**config.mk**
```make
export PLATFORM = sky130hd
export DESIGN_NAME = go_back_n_link_controller_unit_flat
export DESIGN_NICKNAME = d
export VERILOG_FILES = /design/src/rtl/gbn_pkg.sv /design/src/rtl/gbn_in_if.sv /design/src/rtl/gbn_out_if.sv /design/src/rtl/gbn_ctrl.sv /design/src/rtl/gbn_dp.sv /design/src/rtl/go_back_n_link_controller_unit.sv /design/src/flat_wrapper.sv
export SDC_FILE = /design/constraint.sdc
export NUM_CORES = 1
export LEC_CHECK = 0
export BUFFER_PORTS_ARGS = -buffer_cell sky130_fd_sc_hd__buf_2
export CAP_MARGIN = 40
export CORE_ASPECT_RATIO = 1.4
export CORE_MARGIN = 2
export CORE_UTILIZATION = 44
export CTS_CLUSTER_DIAMETER = 30
export CTS_CLUSTER_SIZE = 8
export DETAILED_ROUTE_END_ITERATION = 12
export GPL_ROUTABILITY_DRIVEN = 1
export HOLD_SLACK_MARGIN = 0.12
export PLACE_DENSITY_LB_ADDON = 0.25
export SLEW_MARGIN = 25
export SYNTH_ARGS = -nofsm -noshare
export SYNTH_HDL_FRONTEND = slang
export SYNTH_SLANG_ARGS = --single-unit
```
**constraint.sdc**
```tcl
create_clock -name clk -period 8 [get_ports clk]
set_clock_uncertainty 0.15 [all_clocks]
set_input_delay 0.8 -clock clk [delete_from_list [all_inputs] [get_ports clk]]
set_output_delay 0.8 -clock clk [all_outputs]
set_load 0.01 [all_outputs]
```
**src/rtl/gbn_pkg.sv**
```systemverilog
// gbn_pkg: shared widths, codes, state and command types for the go-back-n link controller
// no dependencies; imported by the interfaces, gbn_ctrl, gbn_dp and the top level
package gbn_pkg;

  localparam int SEQ_BITS    = 3;
  localparam int HANDLE_BITS = 16;
  localparam int LEN_BITS    = 9;
  localparam int MAX_PAYLOAD = 256;
  localparam int MAX_SEQ     = (1 << SEQ_BITS) - 1;
  localparam int WIN_DEPTH   = 1 << SEQ_BITS;
  localparam int CNT_BITS    = SEQ_BITS + 1;

  typedef enum logic [2:0] {
    REQ_PKT   = 3'd0,
    REQ_LINK  = 3'd1,
    REQ_FRAME = 3'd2,
    REQ_DTO   = 3'd3,
    REQ_ATO   = 3'd4
  } req_t;

  typedef enum logic [1:0] {
    KIND_DATA = 2'd0,
    KIND_ACK  = 2'd1,
    KIND_NAK  = 2'd2
  } kind_t;

  typedef enum logic [2:0] {
    ACT_NONE    = 3'd0,
    ACT_SEND    = 3'd1,
    ACT_ACK     = 3'd2,
    ACT_NAK     = 3'd3,
    ACT_DELIVER = 3'd4,
    ACT_STOP    = 3'd5
  } act_t;

  typedef enum logic [1:0] {
    ATC_NONE  = 2'd0,
    ATC_START = 2'd1,
    ATC_STOP  = 2'd2
  } atc_t;

  typedef enum logic [2:0] {
    ST_IDLE,
    ST_HEAD,
    ST_ACK,
    ST_GOBACK,
    ST_RESEND
  } st_t;

  // controller to datapath
  typedef struct packed {
    logic capture;
    logic emit;
    act_t act;
    logic last;
    logic win_write;
    logic link_set;
    logic link_clr;
    logic nak_set;
    logic nak_clr;
    logic rx_adv;
    logic cnt_load_acks;
    logic ack_step;
    logic gb_start;
    logic resend_step;
  } gbn_cmd_t;

  // datapath to controller
  typedef struct packed {
    logic [2:0] req;
    logic       good;
    logic [1:0] kind;
    logic       in_seq;
    logic       nak_ok;
    logic       pkt_ok;
    logic       ack_zero;
    logic       cnt_one;
    logic       outst_zero;
    logic       outst_one;
    logic       out_free;
  } gbn_sts_t;

  // frames released by an ack number: ack in [oldest, next) cyclically
  function automatic logic [CNT_BITS-1:0] acked_count(input logic [SEQ_BITS-1:0] a,
                                                      input logic [SEQ_BITS-1:0] b,
                                                      input logic [SEQ_BITS-1:0] c);
    logic                inw;
    logic [SEQ_BITS-1:0] d;
    inw = ((a <= b) && (b < c)) || ((c < a) && (a <= b)) || ((b < c) && (c < a));
    d   = b - a;
    return inw ? (CNT_BITS'(d) + CNT_BITS'(1)) : '0;
  endfunction

endpackage

```
**src/rtl/gbn_in_if.sv**
```systemverilog
// gbn_in_if: event channel, valid/ready handshake plus the event fields
// depends on gbn_pkg for field widths
interface gbn_in_if;
  import gbn_pkg::*;

  logic                   valid;
  logic                   ready;
  logic [2:0]             req_type;
  logic [HANDLE_BITS-1:0] pkt_handle;
  logic [LEN_BITS-1:0]    pkt_len;
  logic                   frame_good;
  logic [1:0]             frame_kind;
  logic [SEQ_BITS-1:0]    frame_seq;
  logic [SEQ_BITS-1:0]    peer_ack;

  modport source (
    output valid, req_type, pkt_handle, pkt_len, frame_good, frame_kind, frame_seq, peer_ack,
    input  ready
  );
  modport sink (
    input  valid, req_type, pkt_handle, pkt_len, frame_good, frame_kind, frame_seq, peer_ack,
    output ready
  );
endinterface

```
**src/rtl/gbn_out_if.sv**
```systemverilog
// gbn_out_if: action channel, valid/ready handshake plus the action fields
// depends on gbn_pkg for field widths
interface gbn_out_if;
  import gbn_pkg::*;

  logic                   valid;
  logic                   ready;
  logic [2:0]             action;
  logic [SEQ_BITS-1:0]    out_seq;
  logic [SEQ_BITS-1:0]    out_ack;
  logic [HANDLE_BITS-1:0] out_handle;
  logic [LEN_BITS-1:0]    out_len;
  logic                   start_data_timer;
  logic [1:0]             ack_timer_cmd;
  logic                   net_enable;
  logic                   last;

  modport source (
    output valid, action, out_seq, out_ack, out_handle, out_len, start_data_timer,
           ack_timer_cmd, net_enable, last,
    input  ready
  );
  modport sink (
    input  valid, action, out_seq, out_ack, out_handle, out_len, start_data_timer,
           ack_timer_cmd, net_enable, last,
    output ready
  );
endinterface

```
**src/rtl/gbn_ctrl.sv**
```systemverilog
// gbn_ctrl: event sequencer, walks one event through head, ack release and go-back phases
// depends on gbn_pkg; drives gbn_dp through gbn_cmd_t and reads gbn_sts_t
module gbn_ctrl (
  input  logic              clk,
  input  logic              rst_n,
  input  logic              in_valid,
  output logic              in_ready,
  input  gbn_pkg::gbn_sts_t sts,
  output gbn_pkg::gbn_cmd_t cmd
);
  import gbn_pkg::*;

  st_t  state_r, state_nxt;
  logic nak_frame;

  assign nak_frame = (sts.req == REQ_FRAME) && sts.good && (sts.kind == KIND_NAK);

  always_ff @(posedge clk) begin
    if (!rst_n) begin
      state_r <= ST_IDLE;
    end else begin
      state_r <= state_nxt;
    end
  end

  always_comb begin
    state_nxt = state_r;
    cmd       = '0;
    cmd.act   = ACT_NONE;
    in_ready  = 1'b0;
    case (state_r)
      ST_IDLE: begin
        in_ready = 1'b1;
        if (in_valid) begin
          cmd.capture = 1'b1;
          state_nxt   = ST_HEAD;
        end
      end
      ST_HEAD: begin
        if (sts.out_free) begin
          state_nxt = ST_IDLE;
          cmd.last  = 1'b1;
          case (sts.req)
            REQ_PKT: begin
              cmd.emit = 1'b1;
              if (sts.pkt_ok) begin
                cmd.act       = ACT_SEND;
                cmd.win_write = 1'b1;
              end
            end
            REQ_LINK: begin
              cmd.emit     = 1'b1;
              cmd.link_set = 1'b1;
            end
            REQ_FRAME: begin
              if (!sts.good) begin
                cmd.emit = 1'b1;
                if (sts.nak_ok) begin
                  cmd.act     = ACT_NAK;
                  cmd.nak_clr = 1'b1;
                end
              end else if (sts.kind == KIND_DATA) begin
                cmd.last          = sts.ack_zero;
                cmd.cnt_load_acks = 1'b1;
                if (sts.in_seq) begin
                  cmd.emit    = 1'b1;
                  cmd.act     = ACT_DELIVER;
                  cmd.nak_set = 1'b1;
                  cmd.rx_adv  = 1'b1;
                end else if (sts.nak_ok) begin
                  cmd.emit    = 1'b1;
                  cmd.act     = ACT_NAK;
                  cmd.nak_clr = 1'b1;
                end else begin
                  cmd.emit = sts.ack_zero;
                end
                if (!sts.ack_zero) begin
                  state_nxt = ST_ACK;
                end
              end else if (sts.kind == KIND_ACK) begin
                cmd.cnt_load_acks = 1'b1;
                cmd.emit          = sts.ack_zero;
                if (!sts.ack_zero) begin
                  state_nxt = ST_ACK;
                end
              end else if (sts.kind == KIND_NAK) begin
                cmd.last          = 1'b0;
                cmd.cnt_load_acks = 1'b1;
                state_nxt         = sts.ack_zero ? ST_GOBACK : ST_ACK;
              end else begin
                // unused frame kind is dropped
                cmd.emit = 1'b1;
              end
            end
            REQ_DTO: begin
              cmd.last  = 1'b0;
              state_nxt = ST_GOBACK;
            end
            REQ_ATO: begin
              cmd.emit = 1'b1;
              cmd.act  = ACT_ACK;
            end
            default: begin
              cmd.emit = 1'b1;
            end
          endcase
        end
      end
      ST_ACK: begin
        if (sts.out_free) begin
          cmd.emit     = 1'b1;
          cmd.act      = ACT_STOP;
          cmd.ack_step = 1'b1;
          cmd.last     = sts.cnt_one && !(nak_frame && !sts.outst_one);
          if (sts.cnt_one) begin
            // a nak frame always drops the link flag; it ends in a go-back unless it released every outstanding frame
            cmd.link_clr = nak_frame;
            state_nxt    = (nak_frame && !sts.outst_one) ? ST_GOBACK : ST_IDLE;
          end
        end
      end
      ST_GOBACK: begin
        if (sts.out_free) begin
          cmd.gb_start = 1'b1;
          cmd.link_clr = 1'b1;
          if (sts.outst_zero) begin
            cmd.emit  = 1'b1;
            cmd.last  = 1'b1;
            state_nxt = ST_IDLE;
          end else begin
            state_nxt = ST_RESEND;
          end
        end
      end
      ST_RESEND: begin
        if (sts.out_free) begin
          cmd.emit        = 1'b1;
          cmd.act         = ACT_SEND;
          cmd.resend_step = 1'b1;
          cmd.last        = sts.cnt_one;
          if (sts.cnt_one) begin
            state_nxt = ST_IDLE;
          end
        end
      end
      default: begin
        state_nxt = ST_IDLE;
      end
    endcase
  end

endmodule

```
**src/rtl/gbn_dp.sv**
```systemverilog
// gbn_dp: window store, sequence pointers, link flags, event capture and action register
// depends on gbn_pkg; commanded by gbn_ctrl
module gbn_dp (
  input  logic                            clk,
  input  logic                            rst_n,
  input  gbn_pkg::gbn_cmd_t               cmd,
  output gbn_pkg::gbn_sts_t               sts,
  input  logic [2:0]                      req_type,
  input  logic [gbn_pkg::HANDLE_BITS-1:0] pkt_handle,
  input  logic [gbn_pkg::LEN_BITS-1:0]    pkt_len,
  input  logic                            frame_good,
  input  logic [1:0]                      frame_kind,
  input  logic [gbn_pkg::SEQ_BITS-1:0]    frame_seq,
  input  logic [gbn_pkg::SEQ_BITS-1:0]    peer_ack,
  input  logic                            out_ready,
  output logic                            out_valid,
  output logic [2:0]                      action,
  output logic [gbn_pkg::SEQ_BITS-1:0]    out_seq,
  output logic [gbn_pkg::SEQ_BITS-1:0]    out_ack,
  output logic [gbn_pkg::HANDLE_BITS-1:0] out_handle,
  output logic [gbn_pkg::LEN_BITS-1:0]    out_len,
  output logic                            start_data_timer,
  output logic [1:0]                      ack_timer_cmd,
  output logic                            net_enable,
  output logic                            last
);
  import gbn_pkg::*;

  // link state
  logic [SEQ_BITS-1:0] next_send_r, next_send_nxt;
  logic [SEQ_BITS-1:0] oldest_r, oldest_nxt;
  logic [SEQ_BITS-1:0] rx_exp_r, rx_exp_nxt;
  logic [CNT_BITS-1:0] outst_r, outst_nxt;
  logic [CNT_BITS-1:0] cnt_r, cnt_nxt;
  logic                nak_ok_r, nak_ok_nxt;
  logic                link_r, link_nxt;
  logic                out_valid_r, out_valid_nxt;

  // send window, only slots written by a send are read back
  logic [HANDLE_BITS-1:0] win_handle_r [WIN_DEPTH];
  logic [LEN_BITS-1:0]    win_len_r    [WIN_DEPTH];

  // captured event
  logic [2:0]             req_r;
  logic [HANDLE_BITS-1:0] handle_r;
  logic [LEN_BITS-1:0]    len_r;
  logic                   good_r;
  logic [1:0]             kind_r;
  logic [SEQ_BITS-1:0]    seq_r;
  logic [SEQ_BITS-1:0]    ack_r;
  logic                   en_r;

  // action register
  logic [2:0]             act_r;
  logic [SEQ_BITS-1:0]    seq_out_r;
  logic [SEQ_BITS-1:0]    ack_out_r;
  logic [HANDLE_BITS-1:0] handle_out_r;
  logic [LEN_BITS-1:0]    len_out_r;
  logic                   sdt_r;
  logic [1:0]             atc_r;
  logic                   en_out_r;
  logic                   last_r;

  logic [LEN_BITS-1:0]    len_sat;
  logic [CNT_BITS-1:0]    acked_in;
  logic [CNT_BITS-1:0]    acked_cap;
  logic                   link_after;
  logic [CNT_BITS-1:0]    outst_after;
  logic                   en_after;
  logic                   pkt_ok;
  logic [SEQ_BITS-1:0]    e_seq;
  logic [HANDLE_BITS-1:0] e_handle;
  logic [LEN_BITS-1:0]    e_len;
  logic [1:0]             e_atc;

  assign len_sat   = (pkt_len > LEN_BITS'(MAX_PAYLOAD)) ? LEN_BITS'(MAX_PAYLOAD) : pkt_len;
  assign pkt_ok    = (outst_r < CNT_BITS'(MAX_SEQ)) && link_r;
  assign acked_in  = acked_count(oldest_r, peer_ack, next_send_r);
  assign acked_cap = acked_count(oldest_r, ack_r, next_send_r);

  // net enable as the state will stand once the whole event is done
  always_comb begin
    link_after  = link_r;
    outst_after = outst_r;
    case (req_type)
      REQ_PKT: begin
        if (pkt_ok) begin
          link_after = 1'b0;
        end
      end
      REQ_LINK: begin
        link_after = 1'b1;
      end
      REQ_FRAME: begin
        if (frame_good && (frame_kind == KIND_NAK)) begin
          link_after = 1'b0;
        end
        if (frame_good && ((frame_kind == KIND_DATA) || (frame_kind == KIND_ACK))) begin
          outst_after = outst_r - acked_in;
        end
      end
      REQ_DTO: begin
        link_after = 1'b0;
      end
      default: begin
        link_after = link_r;
      end
    endcase
    en_after = link_after && (outst_after < CNT_BITS'(MAX_SEQ));
  end

  always_comb begin
    sts.req        = req_r;
    sts.good       = good_r;
    sts.kind       = kind_r;
    sts.in_seq     = (seq_r == rx_exp_r);
    sts.nak_ok     = nak_ok_r;
    sts.pkt_ok     = pkt_ok;
    sts.ack_zero   = (acked_cap == '0);
    sts.cnt_one    = (cnt_r == CNT_BITS'(1));
    sts.outst_zero = (outst_r == '0);
    sts.outst_one  = (outst_r == CNT_BITS'(1));
    sts.out_free   = !out_valid_r || out_ready;
  end

  always_comb begin
    next_send_nxt = next_send_r;
    oldest_nxt    = oldest_r;
    rx_exp_nxt    = rx_exp_r;
    outst_nxt     = outst_r;
    cnt_nxt       = cnt_r;
    nak_ok_nxt    = nak_ok_r;
    link_nxt      = link_r;
    if (cmd.win_write) begin
      next_send_nxt = next_send_r + SEQ_BITS'(1);
      outst_nxt     = outst_r + CNT_BITS'(1);
      link_nxt      = 1'b0;
    end
    if (cmd.link_set) begin
      link_nxt = 1'b1;
    end
    if (cmd.link_clr) begin
      link_nxt = 1'b0;
    end
    if (cmd.nak_set) begin
      nak_ok_nxt = 1'b1;
    end
    if (cmd.nak_clr) begin
      nak_ok_nxt = 1'b0;
    end
    if (cmd.rx_adv) begin
      rx_exp_nxt = rx_exp_r + SEQ_BITS'(1);
    end
    if (cmd.cnt_load_acks) begin
      cnt_nxt = acked_cap;
    end
    if (cmd.ack_step) begin
      oldest_nxt = oldest_r + SEQ_BITS'(1);
      outst_nxt  = outst_r - CNT_BITS'(1);
      cnt_nxt    = cnt_r - CNT_BITS'(1);
    end
    if (cmd.gb_start) begin
      next_send_nxt = oldest_r;
      cnt_nxt       = outst_r;
    end
    if (cmd.resend_step) begin
      next_send_nxt = next_send_r + SEQ_BITS'(1);
      cnt_nxt       = cnt_r - CNT_BITS'(1);
    end
    if (cmd.emit) begin
      out_valid_nxt = 1'b1;
    end else if (out_ready) begin
      out_valid_nxt = 1'b0;
    end else begin
      out_valid_nxt = out_valid_r;
    end
  end

  always_ff @(posedge clk) begin
    if (!rst_n) begin
      next_send_r <= '0;
      oldest_r    <= '0;
      rx_exp_r    <= '0;
      outst_r     <= '0;
      cnt_r       <= '0;
      nak_ok_r    <= 1'b1;
      link_r      <= 1'b0;
      out_valid_r <= 1'b0;
    end else begin
      next_send_r <= next_send_nxt;
      oldest_r    <= oldest_nxt;
      rx_exp_r    <= rx_exp_nxt;
      outst_r     <= outst_nxt;
      cnt_r       <= cnt_nxt;
      nak_ok_r    <= nak_ok_nxt;
      link_r      <= link_nxt;
      out_valid_r <= out_valid_nxt;
    end
  end

  always_ff @(posedge clk) begin
    if (cmd.capture) begin
      req_r    <= req_type;
      handle_r <= pkt_handle;
      len_r    <= len_sat;
      good_r   <= frame_good;
      kind_r   <= frame_kind;
      seq_r    <= frame_seq;
      ack_r    <= peer_ack;
      en_r     <= en_after;
    end
    if (cmd.win_write) begin
      win_handle_r[next_send_r] <= handle_r;
      win_len_r[next_send_r]    <= len_r;
    end
  end

  // payload of the action being issued
  always_comb begin
    e_seq    = '0;
    e_handle = '0;
    e_len    = '0;
    e_atc    = ATC_NONE;
    case (cmd.act)
      ACT_SEND: begin
        e_seq    = next_send_r;
        e_handle = cmd.win_write ? handle_r : win_handle_r[next_send_r];
        e_len    = cmd.win_write ? len_r : win_len_r[next_send_r];
        e_atc    = ATC_STOP;
      end
      ACT_DELIVER: begin
        e_handle = handle_r;
        e_len    = len_r;
        e_atc    = ATC_START;
      end
      ACT_NAK, ACT_ACK: begin
        e_atc = ATC_STOP;
      end
      ACT_STOP: begin
        e_seq = oldest_r;
      end
      default: begin
        e_atc = ATC_NONE;
      end
    endcase
  end

  always_ff @(posedge clk) begin
    if (cmd.emit) begin
      act_r        <= cmd.act;
      seq_out_r    <= e_seq;
      ack_out_r    <= rx_exp_r + SEQ_BITS'(MAX_SEQ);
      handle_out_r <= e_handle;
      len_out_r    <= e_len;
      sdt_r        <= (cmd.act == ACT_SEND);
      atc_r        <= e_atc;
      en_out_r     <= en_r;
      last_r       <= cmd.last;
    end
  end

  assign out_valid        = out_valid_r;
  assign action           = act_r;
  assign out_seq          = seq_out_r;
  assign out_ack          = ack_out_r;
  assign out_handle       = handle_out_r;
  assign out_len          = len_out_r;
  assign start_data_timer = sdt_r;
  assign ack_timer_cmd    = atc_r;
  assign net_enable       = en_out_r;
  assign last             = last_r;

endmodule

```
**src/rtl/go_back_n_link_controller_unit.sv**
```systemverilog
// go-back-n link controller: one event in, a run of 1 to 8 actions out, each issued once the
//   action register is free; the head state issues the first action unless the event has none,
//   then come ack releases, a go-back rewind and resends, and the action register may wait on
//   out_ch.ready; a new event is taken only once the run is done and the sequencer is idle
// reset: synchronous, active low; clears pointers, counts, link flag and valid; sets nak flag
module go_back_n_link_controller_unit (
  input  logic      clk,
  input  logic      rst_n,
  gbn_in_if.sink    in_ch,
  gbn_out_if.source out_ch
);
  import gbn_pkg::*;

  // command and status between the sequencer and the datapath
  gbn_cmd_t cmd;
  gbn_sts_t sts;

  // sequencer: takes an event only when idle, then walks
  // head action -> ack releases -> go-back rewind -> resends
  gbn_ctrl u_ctrl (
    .clk      (clk),
    .rst_n    (rst_n),
    .in_valid (in_ch.valid),
    .in_ready (in_ch.ready),
    .sts      (sts),
    .cmd      (cmd)
  );

  // datapath: window slots, seq pointers, flags, captured event and the output register
  // which lets the sequencer keep working while the last action waits downstream
  gbn_dp u_dp (
    .clk              (clk),
    .rst_n            (rst_n),
    .cmd              (cmd),
    .sts              (sts),
    .req_type         (in_ch.req_type),
    .pkt_handle       (in_ch.pkt_handle),
    .pkt_len          (in_ch.pkt_len),
    .frame_good       (in_ch.frame_good),
    .frame_kind       (in_ch.frame_kind),
    .frame_seq        (in_ch.frame_seq),
    .peer_ack         (in_ch.peer_ack),
    .out_ready        (out_ch.ready),
    .out_valid        (out_ch.valid),
    .action           (out_ch.action),
    .out_seq          (out_ch.out_seq),
    .out_ack          (out_ch.out_ack),
    .out_handle       (out_ch.out_handle),
    .out_len          (out_ch.out_len),
    .start_data_timer (out_ch.start_data_timer),
    .ack_timer_cmd    (out_ch.ack_timer_cmd),
    .net_enable       (out_ch.net_enable),
    .last             (out_ch.last)
  );

endmodule

```
**src/flat_wrapper.sv**
```systemverilog
// flat-port wrapper written by rule: the top's interface ports become plain ports
module go_back_n_link_controller_unit_flat import gbn_pkg::*;
  (clk, rst_n, in_ch_valid, in_ch_req_type, in_ch_pkt_handle, in_ch_pkt_len, in_ch_frame_good, in_ch_frame_kind, in_ch_frame_seq, in_ch_peer_ack, in_ch_ready, out_ch_valid, out_ch_action, out_ch_out_seq, out_ch_out_ack, out_ch_out_handle, out_ch_out_len, out_ch_start_data_timer, out_ch_ack_timer_cmd, out_ch_net_enable, out_ch_last, out_ch_ready);
  gbn_in_if in_ch_i ();
  gbn_out_if out_ch_i ();
  input  logic clk;
  input  logic rst_n;
  input wire logic [$bits(in_ch_i.valid)-1:0] in_ch_valid;
  input wire logic [$bits(in_ch_i.req_type)-1:0] in_ch_req_type;
  input wire logic [$bits(in_ch_i.pkt_handle)-1:0] in_ch_pkt_handle;
  input wire logic [$bits(in_ch_i.pkt_len)-1:0] in_ch_pkt_len;
  input wire logic [$bits(in_ch_i.frame_good)-1:0] in_ch_frame_good;
  input wire logic [$bits(in_ch_i.frame_kind)-1:0] in_ch_frame_kind;
  input wire logic [$bits(in_ch_i.frame_seq)-1:0] in_ch_frame_seq;
  input wire logic [$bits(in_ch_i.peer_ack)-1:0] in_ch_peer_ack;
  output wire logic [$bits(in_ch_i.ready)-1:0] in_ch_ready;
  output wire logic [$bits(out_ch_i.valid)-1:0] out_ch_valid;
  output wire logic [$bits(out_ch_i.action)-1:0] out_ch_action;
  output wire logic [$bits(out_ch_i.out_seq)-1:0] out_ch_out_seq;
  output wire logic [$bits(out_ch_i.out_ack)-1:0] out_ch_out_ack;
  output wire logic [$bits(out_ch_i.out_handle)-1:0] out_ch_out_handle;
  output wire logic [$bits(out_ch_i.out_len)-1:0] out_ch_out_len;
  output wire logic [$bits(out_ch_i.start_data_timer)-1:0] out_ch_start_data_timer;
  output wire logic [$bits(out_ch_i.ack_timer_cmd)-1:0] out_ch_ack_timer_cmd;
  output wire logic [$bits(out_ch_i.net_enable)-1:0] out_ch_net_enable;
  output wire logic [$bits(out_ch_i.last)-1:0] out_ch_last;
  input wire logic [$bits(out_ch_i.ready)-1:0] out_ch_ready;
  assign in_ch_i.valid = in_ch_valid;
  assign in_ch_i.req_type = in_ch_req_type;
  assign in_ch_i.pkt_handle = in_ch_pkt_handle;
  assign in_ch_i.pkt_len = in_ch_pkt_len;
  assign in_ch_i.frame_good = in_ch_frame_good;
  assign in_ch_i.frame_kind = in_ch_frame_kind;
  assign in_ch_i.frame_seq = in_ch_frame_seq;
  assign in_ch_i.peer_ack = in_ch_peer_ack;
  assign in_ch_ready = in_ch_i.ready;
  assign out_ch_valid = out_ch_i.valid;
  assign out_ch_action = out_ch_i.action;
  assign out_ch_out_seq = out_ch_i.out_seq;
  assign out_ch_out_ack = out_ch_i.out_ack;
  assign out_ch_out_handle = out_ch_i.out_handle;
  assign out_ch_out_len = out_ch_i.out_len;
  assign out_ch_start_data_timer = out_ch_i.start_data_timer;
  assign out_ch_ack_timer_cmd = out_ch_i.ack_timer_cmd;
  assign out_ch_net_enable = out_ch_i.net_enable;
  assign out_ch_last = out_ch_i.last;
  assign out_ch_i.ready = out_ch_ready;
  go_back_n_link_controller_unit u_core (.clk(clk), .rst_n(rst_n), .in_ch(in_ch_i), .out_ch(out_ch_i));
endmodule
```
---- Word-level counts from Yosys, hierarchy flattened ----
Memory sizes are Yosys's and may differ from the RTL's. A register that Yosys moved wholly into a read port is not among the register bits.
Index checks and enable logic that the tools add are counted.
storage, ports and cells
  memories kept ........................... 2
  logic and storage cells ................. 219
  input bits .............................. 41
  output and inout port bits .............. 41
  bits in latches ......................... 0
  RAM bits ................................ 200
  flip-flop bits (word level) ............. 100
  memory bits (read-only) ................. 0
operators by class
  bitwise logic cells ..................... 1
  multipliers ............................. 0
  $lt $le $gt $ge ......................... 8
  add/sub/neg operators ................... 12
  shift operators ......................... 0
  eq/ne operators ......................... 30
  div/mod/pow operators ................... 0
  multiplexer cells ....................... 101
  reductions and logical operators ........ 39
memory list
  memory                    depth  width  read ports  clocked after Yosys merged registers in  write ports  RTL line      source
  u_core.u_dp.win_handle_r  8      16     1           1                                        1            gbn_dp.sv:40  logic [HANDLE_BITS-1:0] win_handle_r [WIN_DEPTH];
  u_core.u_dp.win_len_r     8      9      1           1                                        1            gbn_dp.sv:41  logic [LEN_BITS-1:0] win_len_r [WIN_DEPTH];
operators by type and width
  operator                                                                number
  3-bit two-way mux                                                       20
  4-bit two-way mux                                                       15
  1-bit two-way mux                                                       41
  16-bit one-hot mux with 2 select lines                                  1
  3-bit by 2-bit equality test with 1-bit output (second input constant)  8
  3-bit one-hot mux with 3 select lines                                   2
  9-bit one-hot mux with 2 select lines                                   1
  16-bit two-way mux                                                      1
  3-bit one-hot mux with 5 select lines                                   1
  1-bit logical AND                                                       14
  3-bit by 1-bit equality test with 1-bit output (second input constant)  4
  3-bit equality test (second input constant)                             4
  2-bit two-way mux                                                       6
  1-bit one-hot mux with 4 select lines                                   3
  3-bit one-hot mux with 2 select lines                                   2
  5-bit two-way mux                                                       2
  3-bit by 1-bit adder with 3-bit output (second input constant)          3
  9-bit greater-than comparator (second input constant)                   1
  3-bit zero test                                                         3
  3-bit < comparator                                                      3
  9-bit two-way mux                                                       1
  3-bit by 1-bit adder with 4-bit output (second input constant)          2
  4-bit by 1-bit equality test with 1-bit output (second input constant)  2
  4-bit zero test                                                         2
  25 further kinds                                                        49

---- Longest topological paths before layout ----
Gate-level depths: netlist of run 1.
  depth after elaboration ................. 18
  gate-level depth with buffers ........... 13
  mapped depth without buffers ............ 13

---- By module ----
From an unflattened synthesis of run 1, not the netlist that was laid out.
second synthesis, totals
  cells, all modules ...................... 771
  area total of the unflattened synthesis .. 12,744.7 µm²
modules (own cells, without submodules)
  module    instances  cells each  area each (µm²)  sequential area each (µm²)
  gbn_dp    1          692         12,155.4         8,778.4
  gbn_ctrl  1          79          589.3            60.1

---- Worst setup path before layout of run 1 ----
No wires, ideal clock.
  kind .................................... input -> register
  from .................................... input port in_ch_valid
  to ...................................... register u_core.u_ctrl.state_r[2]
  stages on the path ...................... 5
  data required time ...................... 7,722 ps
  arrival time ............................ 5,397 ps
  setup slack ............................. 2,325 ps
  cell sequence ........................... nor4b_1 -> a31oi_1 -> o21ai_1 -> mux2i_1 -> nor2_1
between the ends
  cells in the longest elaborated chain, start to end .. 2
RTL lines
  element                          RTL line           source
  start: declaration               flat_wrapper.sv:8  input wire logic [$bits(in_ch_i.valid)-1:0] in_ch_valid;
  2-bit inequality test (no line)  -
  7-bit AND reduction (no line)    -
  end signal: assignment           gbn_ctrl.sv:22     state_r <= state_nxt;
  end: declaration                 gbn_ctrl.sv:13     st_t state_r, state_nxt;
No other way between the ends.
A chain may end at the register's enable or synchronous reset.

==> impl_results.md, run 1 <==
- Hold Crit Class: in2reg
- Fin crit share: 44.3%
- TritonCTS clock tree: built
- Root Buffer: clkbuf_16
- Fmax: 0.282 GHz
- Peak VDD IR: 0.000161 V
- Die height: 205 µm
- Number of synthesized flops with an enable pin: 277
- Final wirelength: 27600 µm
- Vias in the first global route: 7523
- Final Hold Viols: 0
- I/O Buffers: 81
- Hold-fix buffers, CTS: 0
- Top FF cell, synth: edfxtp_1
- Global-route wire length before repair: 42600 µm
- Bufs on Longest Clock Path: 3
- Total GRT Usage: 18.6%
- Placed Area: 13700 µm²
- Max_cap viols: 0
- Initial core utilization: 44.7%
- Initial antenna violation count: 0
- Clk sinks: 303
- Syn nets: 814
- Flip-flop and latch count after synthesis: 303
- Status: finished clean
- Seq/Total Area, Yosys: 69.6%
- # rows: 73
- Cell area after synthesis: 12700 µm²
- Sum of negative setup slack: 0 ns
- Worst Tran Pin Value: 0.818 ns
- Synth async-reset ratio: 0%
- N_diodes: 0
- DRT iter0 DRCs: 470
- Pleak: 0.00523 µW
- YS warnings: 0
- Synth Area per Inst: 17.1 µm²
- Critical path fanouts, max: 20
- Final HPWL DP: 16400 µm
- Vias: 7063
- Fin area: 15500 µm²
- Pin count of the biggest net entering global routing: 51
- GP Congestion: 0.927
- Die Wd: 148 µm
- Critical path class: reg2reg
- Gate Count Post-Synth: 743
- Final setup violation count: 0
- Grt total ovfl: 0
- Core area: 28400 µm²
- Clock Latency Late Sink: 0.56 ns
- CP Data Arrival Time: 3.63 ns
- Number of distinct library cells after synthesis: 68
- Drt drc: 0
- RSZ-0062 raised after global routing: no
- Cell Pwr Density: 287 nW/µm²
- Tmin final: 3.55 ns
- Setup crit end kind: flop
- Number of H-tree levels: 2
- Total CTS buffers: 56
- Critical Path RT: 8.08 ns
- CP Launch Type: flop
- # nets final: 938
- Area Overhead vs Synth: 22.2%
- Clock slew seen by the registers of the worst setup and hold paths: 0.04 ns
- Fraction of layout cells with a size suffix above 1: 28.7%
- Drt pass-1 iters: 4
- WL per Instance: 21.5 µm
- Via/cell ratio: 5.50
- Boundary Pins: 82
- ANT nets after route: 0
- Die footprint: 30300 µm²
- Final max-slew violation count: 0
- Post-CTS Setup Bufs: 0
- Slew HR: 45.1%
- PostCTS Resize Cnt: 0
==> worst paths after layout <==
| kind | from | to | slack (ns) | cells after the start |
|---|---|---|---|---|
| setup / recovery | u_core.u_dp.oldest_r[0]$_SDFFE_PN0P_ | u_core.u_dp.out_handle[13]$_DFFE_PP_ | 4.45 | 9 |
| hold / removal | in_ch_frame_seq[1] | u_core.u_dp.seq_r[1]$_DFFE_PP_ | 0.27 | 1 |
| setup reg to reg | u_core.u_dp.oldest_r[0]$_SDFFE_PN0P_ | u_core.u_dp.out_handle[13]$_DFFE_PP_ | 4.45 | 9 |
| hold reg to reg | u_core.u_dp.en_r$_DFFE_PP_ | u_core.u_dp.net_enable$_DFFE_PP_ | 0.27 | 0 |
==> placed cells by master, fill, tap and decap left out, types with 12 or more instances in the layout <==
master / count
ha_1: 27
nor2_1: 22
buf_2: 82
mux2i_1: 28
inv_1: 29
clkbuf_16: 57
buf_4: 16
mux4_2: 50
nand2_1: 23
edfxtp_1: 277
nor2b_1: 12
clkbuf_1: 16
dfxtp_1: 23
a21oi_1: 19
o2bb2ai_1: 27
==> sequential cells by signal (all words and copies together), names as in the netlist, 4 cells and up, named ones only <==
name,cells
u_core.u_dp.cnt_r,4
u_core.u_dp.len_r,9
u_core.u_dp.win_len_r,72
u_core.u_dp.win_handle_r,128
u_core.u_dp.outst_r,4
u_core.u_dp.out_handle,16
u_core.u_dp.out_len,9
u_core.u_dp.handle_r,16
==> area by class of cell <==
| class | count | area (µm²) |
|---|---|---|
| fill | 2266 | 12900 |
| sequential | 303 | 8840 |
| multi-input combinational | 375 | 3650 |
| clock buffer | 73 | 1490 |
| timing repair buffer | 102 | 626 |
| tap | 375 | 469 |
| clock inverter | 27 | 337 |
| inverter | 29 | 109 |
==> worst max-delay path: stages (launching register included) <==
cell and delay [ns]:
dfxtp_1 0.47, ha_1 0.21, inv_1 0.06, fa_1 0.60, ha_1 0.28, nor4b_1 0.30
mux2i_1 0.21, nand4_1 0.18, a211o_2 0.51, buf_12 0.26
==> routing by layer <==
metal	GRT usage [%]	up-vias	wire length [µm]
met3	3.41	56	1310
li1	-	3235	-
met1	22.6	3572	10900
met4	6.46	0	701
met5	0	-	0
met2	33.4	200	14700
==> kinds of logic (layout without fill, tap and decap cells) <==
family | Yosys count | in the layout | synth area share [%]
flops | 303 | 303 | 69.6
simple gates | 132 | 132 | 6.02
compound gates | 113 | 113 | 6.54
mux | 79 | 79 | 11.2
buf+inv | 65 | 231 | 2.07
fa+ha+maj | 32 | 32 | 3.29
xor+xnor | 19 | 19 | 1.31
==> synth_stat cells, types with 3 or more instances <==
library cell / number / area (µm²)
a211oi_1: 7 / 52.6
a21o_1: 8 / 60.1
a21oi_1: 19 / 95.1
a22o_1: 3 / 26.3
a31oi_1: 10 / 62.6
a32oi_1: 3 / 26.3
and2_1: 3 / 18.8
and3_1: 6 / 37.5
buf_2: 15 / 75.1
clkbuf_1: 19 / 71.3
dfxtp_1: 26 / 521
edfxtp_1: 277 / 8320
fa_1: 3 / 60.1
ha_1: 27 / 338
inv_1: 29 / 109
mux2i_1: 28 / 280
mux4_2: 50 / 1130
nand2_1: 23 / 86.3
nand2b_1: 8 / 50.1
nand3_1: 10 / 50.1
nand4_1: 3 / 18.8
nor2_1: 25 / 93.8
nor2b_1: 12 / 75.1
nor3_1: 11 / 55.1
nor3_2: 4 / 40.0
nor3b_1: 3 / 22.5
nor4b_1: 4 / 35.0
o21ai_0: 8 / 40.0
o22ai_1: 4 / 25.0
o2bb2ai_1: 27 / 236
o31ai_1: 3 / 22.5
xnor2_1: 10 / 87.6
xor2_1: 9 / 78.8
==> stage by stage <==
stage          hold WS, ns  setup WS, ns  utilization (%)  total power (µW)  cells
3_5_place_dp         0.272          4.30             48.2              2220   1184
5_1_grt              0.252          4.20             54.6              4610   1284
6_report             0.272          4.45             54.6              4460   1284
3_3_place_gp         0.276          4.31             47.9              2210   1179
4_1_cts              0.245          4.41             54.6              4500   1284
2_1_floorplan        0.250          2.33                -              2090    743
==> power breakdown <==
part	internal, µW	total (µW)	switching, µW	leakage [µW]
sequential	1840	1910	68.3	0.00274
clock	1520	2260	743	0.000882
combinational	114	286	172	0.00161
(Power assumes the default switching activity.)
==> run 2, diff against run 1 <==
==> constraint.sdc (replaced) <==
create_clock -name clk -period 3.4 [get_ports clk]
set_clock_uncertainty 0.15 [all_clocks]
set_input_delay 0.34 -clock clk [delete_from_list [all_inputs] [get_ports clk]]
set_output_delay 0.34 -clock clk [all_outputs]
set_load 0.01 [all_outputs]
==> run 2 against run 1 <==
- fmax is 9.1% higher
- sequential share of layout area down 2.6 points
- wire length up 2.0%
- via count increased by 3.8%
- final cell count up 4.3%
- largest cell class unchanged
- die area unchanged
- critical path depth is 3 higher
- largest power group unchanged
- cell area rose by 4.7%
- critical endpoint is now u_core.u_dp.en_r$_DFFE_PP_
- flip-flop and latch count unchanged
- power grew 140%
==> impl_results.md, run 2 (same netlist as run 1, synthesis figures left out) <==
- Status: finished clean
- Initial core utilization: 44.7%
- Multi-input gate area: 3690 µm²
- Finished Layout Cells: 1339
- Fmax: 0.308 GHz
- CP peak stage delay: 0.47 ns
- Bufs on Longest Clock Path: 3
- Peak VDD IR: 0.000388 V
- Grt total ovfl: 0
- Final wirelength: 28100 µm
- Critical Path RT: 3.55 ns
- Setup crit end kind: flop
- Total CTS buffers: 57
- Vias in the first global route: 7794
- # rows: 73
- Clock slew seen by the registers of the worst setup and hold paths: 0.05 ns
- Root Buffer: clkbuf_16
- Worst r2r src: u_core.u_dp.oldest_r[2]$_SDFFE_PN0P_
- TritonCTS clock tree: built
- Max reg flops: 128
- Fraction of layout cells with a size suffix above 1: 28.6%
- Via/cell ratio: 5.47
- Cell Chain, Critical Path: inv_1, ha_1, a21o_1, a31oi_2, maj3_2, and2_1, ha_1, inv_1, fa_1, inv_1, o311a_1, o2111a_1
- Total GRT Usage: 18.9%
- Drt drc: 0
- N_diodes: 0
- Number of H-tree levels: 2
- Die Wd: 148 µm
- Max_cap viols: 0
- # fillers: 2213
- CP Data Arrival Time: 3.40 ns
- FF+latch area: 8840 µm²
- Hold Path Sink: u_core.u_dp.net_enable$_DFFE_PP_
- Area Overhead vs Synth: 28.0%
- Placed Cells incl. Taps: 1195
- Initial antenna violation count: 0
- Most frequent cells in the layout: edfxtp_1 (277), buf_2 (81), clkbuf_16 (59), mux4_2 (50), dlygate4sd3_1 (45)
- Largest registers: u_core.u_dp.win_handle_r x128, u_core.u_dp.win_len_r x72
- Boundary Pins: 82
- Sum of negative setup slack: 0 ns
- Core area: 28400 µm²
- Pleak: 0.00554 µW
- CP dominant cell by count: inv_1
- Hold Crit Class: reg2reg
- Cell Pwr Density: 665 nW/µm²
- Die height: 205 µm
- CP Launch Type: flop
- Most common cell after layout, fill and taps aside: edfxtp_1
- Most flops, register: u_core.u_dp.win_handle_r
- Worst Tran Pin Value: 0.779 ns
- Final HPWL DP: 16600 µm
- DRT iter0 DRCs: 393
- ANT nets after route: 0
- I/O Buffers: 81
- Final max-slew violation count: 0
- Die footprint: 30300 µm²
- Worst path top cell family by delay: adder cells
- R2R Setup Slk: 0.15 ns
- Final Hold Viols: 0
- Pin count of the biggest net entering global routing: 51
- HP Start: u_core.u_dp.en_r$_DFFE_PP_
- Tmin final: 3.25 ns
- # nets final: 995
- Worst path slowest cell: fa_1
- Final setup violation count: 0
- CP Buf/Inv Count: 3
- FF-to-FF End: u_core.u_dp.en_r$_DFFE_PP_
- Fin crit share: 95.6%
- Vias: 7331
- Drt pass-1 iters: 5
- GP Congestion: 0.861
- Global-route wire length before repair: 43300 µm
- Clk sinks: 303
- Hold depth: 0
- Critical path fanouts, max: 5
- Clock Latency Late Sink: 0.57 ns
- Worst R2R Path Depth: 12
- Slew HR: 47.7%
- WL per Instance: 21.0 µm
- Critical path class: reg2reg
==> run 2: metrics by stage <==
step / util (%) / power (µW) / hold slack (ns) / setup WS, ns / cell area (µm²)
final: 57.2 / 10800 / 0.290 / 0.149 / 16300
after global routing: 57.2 / 11200 / 0.302 / -0.0297 / 16300
after CTS: 57.2 / 10900 / 0.287 / 0.110 / 16200
after detailed placement: 48.8 / 5250 / 0.263 / 0.128 / 13900
after global placement: 48.8 / 5240 / 0.269 / 0.196 / 13900
after floorplan: - / 4920 / 0.250 / -0.254 / 12700
==> run 2: worst reg2reg max path: cells and delay by family, from the launching register on <==
kind | cells | cell delay, ns
DFF | 1 | 0.38
and+or+nand+nor | 1 | 0.15
adders and majority gates | 4 | 1.20
buffers and inverters | 3 | 0.21
AOI/OAI and AO/OA | 4 | 0.90
==> run 2: layer usage <==
metal	wire, µm	up-vias	global-route usage (%)
met5	0	-	0
met1	11100	3715	22.2
met4	862	0	8.14
met2	14800	209	33.9
met3	1340	61	3.67
li1	-	3346	-
==> run 2: how the worst max path moves through the flow <==
stage / start / endpoint / slack (ns) / cells after the start
3_3_place_gp: in_ch_peer_ack[0] / u_core.u_dp.en_r$_DFFE_PP_ / 0.20 / 14
2_1_floorplan: u_core.u_dp.out_valid$_SDFFE_PN0P_ / u_core.u_dp.win_handle_r[1][0]$_DFFE_PP_ / -0.25 / 6
4_1_cts: u_core.u_dp.oldest_r[2]$_SDFFE_PN0P_ / u_core.u_dp.en_r$_DFFE_PP_ / 0.11 / 12
5_1_grt: u_core.u_dp.oldest_r[2]$_SDFFE_PN0P_ / u_core.u_dp.en_r$_DFFE_PP_ / -0.03 / 12
6_report: u_core.u_dp.oldest_r[2]$_SDFFE_PN0P_ / u_core.u_dp.en_r$_DFFE_PP_ / 0.15 / 12
3_5_place_dp: u_core.u_dp.oldest_r[2]$_SDFFE_PN0P_ / u_core.u_dp.en_r$_DFFE_PP_ / 0.13 / 12
==> run 2: cell type report <==
cell class                      instances  share of cell area [%]
Tap cell                              375                    2.89
Clock inverter                         26                    2.36
Timing Repair Buffer                  158                    7.51
Sequential cell                       303                    54.4
Clock buffer                           73                    9.47
Multi-Input combinational cell        375                    22.7
Inverter                               29                   0.670
==> run 2: repair_timing <==
action,4_1_cts,5_1_grt
setup endpoints to repair,0,31
endpoints found under the hold margin,46,0
hold buffers,45,0
resized for setup,0,4
buffers inserted,0,0
==> run 2: report_power, final <==
part	total (µW)	leakage [µW]	switching (µW)	internal (µW)
combinational	739	0.00187	422	317
clock	5580	0.000923	1750	3830
sequential	4490	0.00274	163	4320
